===== src/design/u8dec_pkg.sv =====
// Shared types, constants and decode helpers for the UTF-8 character decoder.
package u8dec_pkg;

	localparam int WindowBytes = 4;

	typedef logic [7:0]  text_byte_t;
	typedef logic [2:0]  byte_cnt_t;
	typedef logic [20:0] code_point_t;

	localparam text_byte_t  CONT_MASK = 8'hC0;
	localparam text_byte_t  CONT_MARK = 8'h80;
	localparam code_point_t TAB_CHAR  = 21'h000009;
	localparam code_point_t TAB_REPL  = 21'h002007;
	localparam byte_cnt_t   CNT_MAX   = 3'd4;

	// Sequence length from the lead byte's leading ones; zero, one or over four means one byte.
	function automatic byte_cnt_t lead_len(input text_byte_t b);
		byte_cnt_t n;
		n = 3'd1;
		unique casez (b)
			8'b110?_????: n = 3'd2;
			8'b1110_????: n = 3'd3;
			8'b1111_0???: n = 3'd4;
			default:      n = 3'd1;
		endcase
		return n;
	endfunction

	function automatic byte_cnt_t is_cont(input text_byte_t b);
		return ((b & CONT_MASK) == CONT_MARK) ? 3'd1 : 3'd0;
	endfunction

endpackage


===== src/design/u8dec_in_if.sv =====
// Input channel: a four-byte text window and the count of bytes present.
interface u8dec_in_if;
	import u8dec_pkg::*;

	logic       valid;
	logic       ready;
	text_byte_t byte_a;
	text_byte_t byte_b;
	text_byte_t byte_c;
	text_byte_t byte_d;
	byte_cnt_t  bytes_present;

	modport source (output valid, byte_a, byte_b, byte_c, byte_d, bytes_present, input ready);
	modport sink   (input valid, byte_a, byte_b, byte_c, byte_d, bytes_present, output ready);
endinterface


===== src/design/u8dec_out_if.sv =====
// Output channel: one decoded character and the bytes it consumed.
interface u8dec_out_if;
	import u8dec_pkg::*;

	logic        valid;
	logic        ready;
	code_point_t code_point;
	byte_cnt_t   bytes_used;

	modport source (output valid, code_point, bytes_used, input ready);
	modport sink   (input valid, code_point, bytes_used, output ready);
endinterface


===== src/design/utf8_char_decoder_unit.sv =====
// Top level of the UTF-8 character decoder: three-stage pipeline, one character per cycle unless stalled.
//
// Decodes one character from a four-byte text window per transaction. A new
// transaction is taken every clock cycle unless backpressure stalls the
// pipeline. Each result passes through one register per stage (window
// masking, length selection, code point assembly) before it is on the output.
// Backpressure on the result channel stalls only the stages that hold data, so
// bubbles are squeezed out and nothing is dropped or repeated. Lead-byte
// leading ones pick a length of 1..4; the length drops to one byte (Latin-1)
// unless the lead plus the count of 10xxxxxx bytes among the other three
// reaches it - the continuation bytes need not be adjacent. Any result of 0x09
// is replaced by 0x2007. With no bytes present the result is zero with zero
// bytes used.
module utf8_char_decoder_unit (
	input  logic             clk,
	input  logic             arst_n,
	u8dec_in_if.sink         window,
	u8dec_out_if.source      result
);
	import u8dec_pkg::*;

	// Stage handshake: a stage may load when empty or when its successor moves.
	logic rdy_s1, rdy_s2, rdy_s3;

	// Stage 1: bytes past the count forced to zero
	logic       v_s1;
	logic       empty_s1;
	text_byte_t w_s1 [WindowBytes];

	// Stage 2: selected length
	logic       v_s2;
	logic       empty_s2;
	byte_cnt_t  len_s2;
	text_byte_t w_s2 [WindowBytes];

	// Stage 3: finished result
	logic        v_s3;
	code_point_t cp_s3;
	byte_cnt_t   used_s3;

	byte_cnt_t   avail;
	text_byte_t  w_in [WindowBytes];
	byte_cnt_t   len_sel, score;
	code_point_t cp_raw, cp_fix;

	assign rdy_s3       = !v_s3 || result.ready;
	assign rdy_s2       = !v_s2 || rdy_s3;
	assign rdy_s1       = !v_s1 || rdy_s2;
	assign window.ready = rdy_s1;

	// Stage 1 logic: clamp the count, zero absent bytes
	always_comb begin
		avail   = (window.bytes_present > CNT_MAX) ? CNT_MAX : window.bytes_present;
		w_in[0] = (avail > 3'd0) ? window.byte_a : '0;
		w_in[1] = (avail > 3'd1) ? window.byte_b : '0;
		w_in[2] = (avail > 3'd2) ? window.byte_c : '0;
		w_in[3] = (avail > 3'd3) ? window.byte_d : '0;
	end

	always_ff @(posedge clk or negedge arst_n) begin
		if (!arst_n) begin
			v_s1 <= 1'b0;
		end else if (rdy_s1) begin
			v_s1 <= window.valid;
		end
	end

	always_ff @(posedge clk) begin
		if (rdy_s1 && window.valid) begin
			empty_s1 <= (avail == 3'd0);
			for (int i = 0; i < WindowBytes; i++) begin
				w_s1[i] <= w_in[i];
			end
		end
	end

	// Stage 2 logic: length from the lead, fallback when too few continuations
	always_comb begin
		score   = 3'd1 + is_cont(w_s1[1]) + is_cont(w_s1[2]) + is_cont(w_s1[3]);
		len_sel = lead_len(w_s1[0]);
		if (len_sel > score) begin
			len_sel = 3'd1;
		end
	end

	always_ff @(posedge clk or negedge arst_n) begin
		if (!arst_n) begin
			v_s2 <= 1'b0;
		end else if (rdy_s2) begin
			v_s2 <= v_s1;
		end
	end

	always_ff @(posedge clk) begin
		if (rdy_s2 && v_s1) begin
			empty_s2 <= empty_s1;
			len_s2   <= len_sel;
			for (int i = 0; i < WindowBytes; i++) begin
				w_s2[i] <= w_s1[i];
			end
		end
	end

	// Stage 3 logic: gather payload bits, swap tab
	always_comb begin
		case (len_s2)
			3'd2: cp_raw = {10'd0, w_s2[0][4:0], w_s2[1][5:0]};
			3'd3: cp_raw = {5'd0, w_s2[0][3:0], w_s2[1][5:0], w_s2[2][5:0]};
			3'd4: cp_raw = {w_s2[0][2:0], w_s2[1][5:0], w_s2[2][5:0], w_s2[3][5:0]};
			default: cp_raw = {13'd0, w_s2[0]};
		endcase
		cp_fix = (cp_raw == TAB_CHAR) ? TAB_REPL : cp_raw;
	end

	always_ff @(posedge clk or negedge arst_n) begin
		if (!arst_n) begin
			v_s3 <= 1'b0;
		end else if (rdy_s3) begin
			v_s3 <= v_s2;
		end
	end

	always_ff @(posedge clk) begin
		if (rdy_s3 && v_s2) begin
			cp_s3   <= empty_s2 ? '0 : cp_fix;
			used_s3 <= empty_s2 ? '0 : len_s2;
		end
	end

	assign result.valid      = v_s3;
	assign result.code_point = cp_s3;
	assign result.bytes_used = used_s3;

	// A stalled stage-1 transaction stays put
	a_s1_hold: assert property (@(posedge clk) disable iff (!arst_n)
		(v_s1 && !rdy_s2) |=> (v_s1 && $stable(empty_s1) && $stable(w_s1[0])))
		else $error("stage 1 lost data under stall");

	// A stalled stage-2 transaction stays put
	a_s2_hold: assert property (@(posedge clk) disable iff (!arst_n)
		(v_s2 && !rdy_s3) |=> (v_s2 && $stable(len_s2) && $stable(empty_s2)))
		else $error("stage 2 lost data under stall");

	a_used_range: assert property (@(posedge clk) disable iff (!arst_n)
		result.valid |-> (result.bytes_used <= CNT_MAX))
		else $error("bytes_used out of range");

	a_end_zero: assert property (@(posedge clk) disable iff (!arst_n)
		(result.valid && result.bytes_used == 3'd0) |-> (result.code_point == '0))
		else $error("end of text gave nonzero code point");

	a_no_tab: assert property (@(posedge clk) disable iff (!arst_n)
		result.valid |-> (result.code_point != TAB_CHAR))
		else $error("tab not replaced");

endmodule


===== src/flat_wrapper.sv =====
// flat-port wrapper written by rule: the top's interface ports become plain ports
module utf8_char_decoder_unit_flat import u8dec_pkg::*;
  (clk, arst_n, window_valid, window_byte_a, window_byte_b, window_byte_c, window_byte_d, window_bytes_present, window_ready, result_valid, result_code_point, result_bytes_used, result_ready);
  u8dec_in_if window_i ();
  u8dec_out_if result_i ();
  input  logic clk;
  input  logic arst_n;
  input wire logic [$bits(window_i.valid)-1:0] window_valid;
  input wire logic [$bits(window_i.byte_a)-1:0] window_byte_a;
  input wire logic [$bits(window_i.byte_b)-1:0] window_byte_b;
  input wire logic [$bits(window_i.byte_c)-1:0] window_byte_c;
  input wire logic [$bits(window_i.byte_d)-1:0] window_byte_d;
  input wire logic [$bits(window_i.bytes_present)-1:0] window_bytes_present;
  output wire logic [$bits(window_i.ready)-1:0] window_ready;
  output wire logic [$bits(result_i.valid)-1:0] result_valid;
  output wire logic [$bits(result_i.code_point)-1:0] result_code_point;
  output wire logic [$bits(result_i.bytes_used)-1:0] result_bytes_used;
  input wire logic [$bits(result_i.ready)-1:0] result_ready;
  assign window_i.valid = window_valid;
  assign window_i.byte_a = window_byte_a;
  assign window_i.byte_b = window_byte_b;
  assign window_i.byte_c = window_byte_c;
  assign window_i.byte_d = window_byte_d;
  assign window_i.bytes_present = window_bytes_present;
  assign window_ready = window_i.ready;
  assign result_valid = result_i.valid;
  assign result_code_point = result_i.code_point;
  assign result_bytes_used = result_i.bytes_used;
  assign result_i.ready = result_ready;
  utf8_char_decoder_unit u_core (.clk(clk), .arst_n(arst_n), .window(window_i), .result(result_i));
endmodule

===== config.mk =====
export PLATFORM = sky130hd
export DESIGN_NAME = utf8_char_decoder_unit_flat
export DESIGN_NICKNAME = d
export VERILOG_FILES = /design/src/design/u8dec_pkg.sv /design/src/design/u8dec_in_if.sv /design/src/design/u8dec_out_if.sv /design/src/design/utf8_char_decoder_unit.sv /design/src/flat_wrapper.sv
export SDC_FILE = /design/constraint.sdc
export NUM_CORES = 1
export LEC_CHECK = 0
export ABC_CLOCK_PERIOD_IN_PS = 2300
export BUFFER_PORTS_ARGS = -buffer_cell sky130_fd_sc_hd__buf_2
export CAP_MARGIN = 20
export CORE_AREA = 2 2 75 113
export CTS_BUF_LIST = sky130_fd_sc_hd__clkbuf_8 sky130_fd_sc_hd__clkbuf_16
export DETAILED_ROUTE_END_ITERATION = 10
export DIE_AREA = 0 0 77 115
export PLACE_DENSITY = 0.83
export SLEW_MARGIN = 20
export SYNTH_ARGS = -nofsm -noshare
export SYNTH_HDL_FRONTEND = slang
export SYNTH_SLANG_ARGS = --single-unit

===== constraint.sdc =====
create_clock -name clk -period 2.3 [get_ports clk]
set_input_delay 0.345 -clock clk [delete_from_list [all_inputs] [get_ports clk]]
set_output_delay 0.345 -clock clk [all_outputs]
set_load 0.02 [all_outputs]

==> summary.txt <==
GRT
  • Initial antenna violation count: 0
  • Tot GR Track Use: 0.168
  • Total global routing overflow: 0
  • Number of global-route vias before repair: 2271
  • Largest net degree at the start of global routing: 34
  • First-pass GRT wire length: 11000 µm

Run
  • Max-cap viol count: 0

Power and ir drop
  • Pint: 3.04 mW
  • P_sw: 905 µW
  • Combinational share of power: 0.137
  • Reg power frac: 0.524
  • Clock Power Share: 0.339
  • Switching share of total power: 0.229
  • Tot Pwr: 3.95 mW
  • P_leak: 1.83 nW
  • Worst-case vdd ir drop: 0.630 mV
  • Power Density: 833 nW/µm²

Layout
  • Area delta synth->final: 22.6%
  • Fin area: 4740 µm²
  • Final Core Density: 0.599
  • Final cell count without fillers: 449
  • Layout cell share with drive strength beyond 1: 0.340
  • Antenna diode count: 0
  • Nets: 386

Synth
  • EDFF count, synth: 87
  • Top cells by count, synth: edfxtp_1 (87), nor2b_1 (32), and2_1 (17), nor2_1 (16), a21oi_1 (10)
  • Syn_area_per_cell: 14.9 µm²
  • Synth Flop Type: edfxtp_1
  • Mapped Cells: 259
  • Yosys top cell by area: edfxtp_1
  • Top cells by area, synth: edfxtp_1 (68%), nor2b_1 (5.2%), and2_1 (2.8%)
  • Asr flop ratio synth: 0.0333
  • Distinct cells, synth: 48
  • Cell with the most instances after synthesis: edfxtp_1
  • Synth top area share: 0.676
  • Synth warn: 0
  • Synthesized flop and latch total: 90
  • Sequential fraction of the synthesis area: 0.695
  • Syn_nets: 304
  • Post-synthesis cell area: 3870 µm²

STA
  • Slew margin rel.: 0.577
  • Setup-failing EPs final: 3
  • Hold Worst Slack: 0.242 ns
  • Slew @ Worst Pin: 0.635 ns
  • Final setup margin: -0.0593 ns
  • Final Hold Viols: 0
  • Final Cycle Share: 1.03
  • Slew Limit Fails: 0
  • TNS Setup: -0.0753 ns
  • Clock skew: 0.00679 ns
  • F_max: 424 MHz
  • Final critical-path required period: 2.36 ns
  • RSZ-0062 raised after global routing: yes

Die
  • Initial Util: 0.489
  • Die Wd: 77 µm
  • Die Y: 115 µm
  • Total core area: 7910 µm²
  • DIE AREA: 8860 µm²
  • # rows: 40
  • Num ports: 65

Place
  • Placement Cell Area: 4350 µm²
  • Setup WS pre-CTS: -0.136 ns
  • Dpl cells: 432
  • Buffers on Ports: 64
  • RePlAce Congestion: 0.900
  • Post-DP HPWL: 5180 µm

Setup path
  • Setup CP Type: reg2reg
  • Crit path launch type: flop
  • Crit-path max cell delay: 0.39 ns
  • Critical path endpoint category: flop
  • Arrival @ worst endpoint: 2.43 ns
  • Most frequent cell on the critical path: ha_4
  • Critical Path Fanout Max: 3
  • WP data required: 2.37 ns
  • Crit path buf inv count: 2
  • Top Family by Delay on Critical Path: adder cells
  • CP max stage cell: edfxtp_1
  • Cell Chain, Critical Path: nand2b_4 > ha_4 > inv_2 > ha_4 > ha_4 > inv_4 > ha_4 > a21o_1 > a21oi_2 > a31oi_2 > nand2b_4

Routing
  • Routed vias: 2270
  • TritonRoute pass-1 iters: 4
  • Routed vias/inst: 5.06
  • DR DRC count: 0
  • Post-route antenna net violation count: 0
  • WL final: 6970 µm
  • DRT iter0 DRCs: 104
  • Routed len/inst: 15.5 µm

Clock tree
  • Htree depth: 3
  • TritonCTS Buffers: 9
  • CTS tree: yes
  • Clock latency at the later pin of the worst-skew pair: 0.33 ns
  • Worst-case clock buffer depth: 2
  • Clock slew at reported path FFs: 0.06 ns
  • Root Buffer: clkbuf_16
  • # clock sinks: 90

Outcome
  • Status: finished with violations
  • Violated checks: setup timing

Min path
  • Worst Hold Class: in2reg
==> layout by cell type, fill, tap and decap left out, drive strengths merged, types with 2 or more instances in the layout <==
cell,count
a22oi,9
mux2,5
or4,2
o22ai,3
clkbuf,9
nor2,16
a221oi,3
nand2b,9
and2b,2
buf,78
o2bb2ai,4
inv,8
nor4,2
a21o,2
mux2i,5
ha,6
nor2b,32
nand3,2
nand2,5
edfxtp,87
dfrtp,3
or2,3
nor3,3
and2,17
a21oi,10
==> flip-flops by register name (all words and copies together) (netlist names) <==
name,cells
u_core.result.valid,1
u_core.empty_s2,1
u_core.result.code_point,21
u_core.w_s1,32
u_core.v_s1,1
u_core.empty_s1,1
u_core.len_s2,3
u_core.w_s2,26
u_core.result.bytes_used,3
u_core.v_s2,1
==> timing repair <==
item / in CTS / in global routing
buffers inserted: 0 / 2
hold buffers: 1 / 0
pin swaps: 3 / 5
resized for setup: 8 / 5
hold endpoints to repair: 3 / 0
setup endpoints to repair: 3 / 4
==> worst reg2reg max path, cell delays in order (launching register included) <==
cell and delay, ns:
edfxtp_1 0.39, nand2b_4 0.17, ha_4 0.26, inv_2 0.04, ha_4 0.15, ha_4 0.27
inv_4 0.04, ha_4 0.23, a21o_1 0.19, a21oi_2 0.15, a31oi_2 0.07, nand2b_4 0.16
==> path summary, 6_finish.rpt <==
check | slack, ns | startpoint | cells past startpoint | endpoint
max in group asynchronous | 1.86 | arst_n | 2 | u_core.result.valid$_DFFE_PN0P_
min reg2reg | 0.42 | u_core.w_s1[1][2]$_SDFFCE_PP0P_ | 0 | u_core.w_s2[1][2]$_DFFE_PP_
max reg2reg | -0.06 | u_core.w_s1[1][6]$_SDFFCE_PP0P_ | 11 | u_core.len_s2[0]$_SDFFCE_PN1P_
min | 0.24 | window_valid | 2 | u_core.v_s1$_DFFE_PN0N_
min in group asynchronous | 0.34 | arst_n | 2 | u_core.v_s1$_DFFE_PN0N_
max | -0.06 | u_core.w_s1[1][6]$_SDFFCE_PP0P_ | 11 | u_core.len_s2[0]$_SDFFCE_PN1P_
==> per-layer routing <==
| layer | share of wire | vias up | wire length, µm | GRT usage |
|---|---|---|---|---|
| met5 | 0 | - | 0 | 0 |
| met4 | 0.036 | 0 | 251 | 0.114 |
| met3 | 0.036 | 14 | 254 | 0.0314 |
| met2 | 0.56 | 69 | 3930 | 0.311 |
| met1 | 0.36 | 1060 | 2530 | 0.171 |
| li1 | - | 1127 | - | - |
==> power by group through the flow <==
stage | clock (mW) | sequential [mW] | combinational (mW)
floorplan | 0 | 2.14 | 0.274
global placement | 0 | 2.09 | 0.474
detailed placement | 0 | 2.10 | 0.489
CTS | 1.36 | 2.07 | 0.519
global route | 1.43 | 2.08 | 0.586
finish | 1.34 | 2.07 | 0.539
==> kinds of logic (layout without fill, tap and decap cells) <==
kind of cell	Yosys count	in the layout	share of synthesized area
simple gates	100	100	0.159
fa+ha+maj	6	6	0.0194
mux	10	10	0.0295
buf+inv	14	99	0.0201
flops	90	90	0.695
compound gates	39	39	0.0770
==> final cells by class <==
class	count	area [µm²]
well taps	105	131
fillers	644	3170
clock buffers	9	225
inverters	6	25.0
repair buffers	79	435
multi-input cells	155	1180
clock inverters	5	50.0
flip-flops and latches	90	2690
Note: power is estimated with default switching activity, not from simulation.
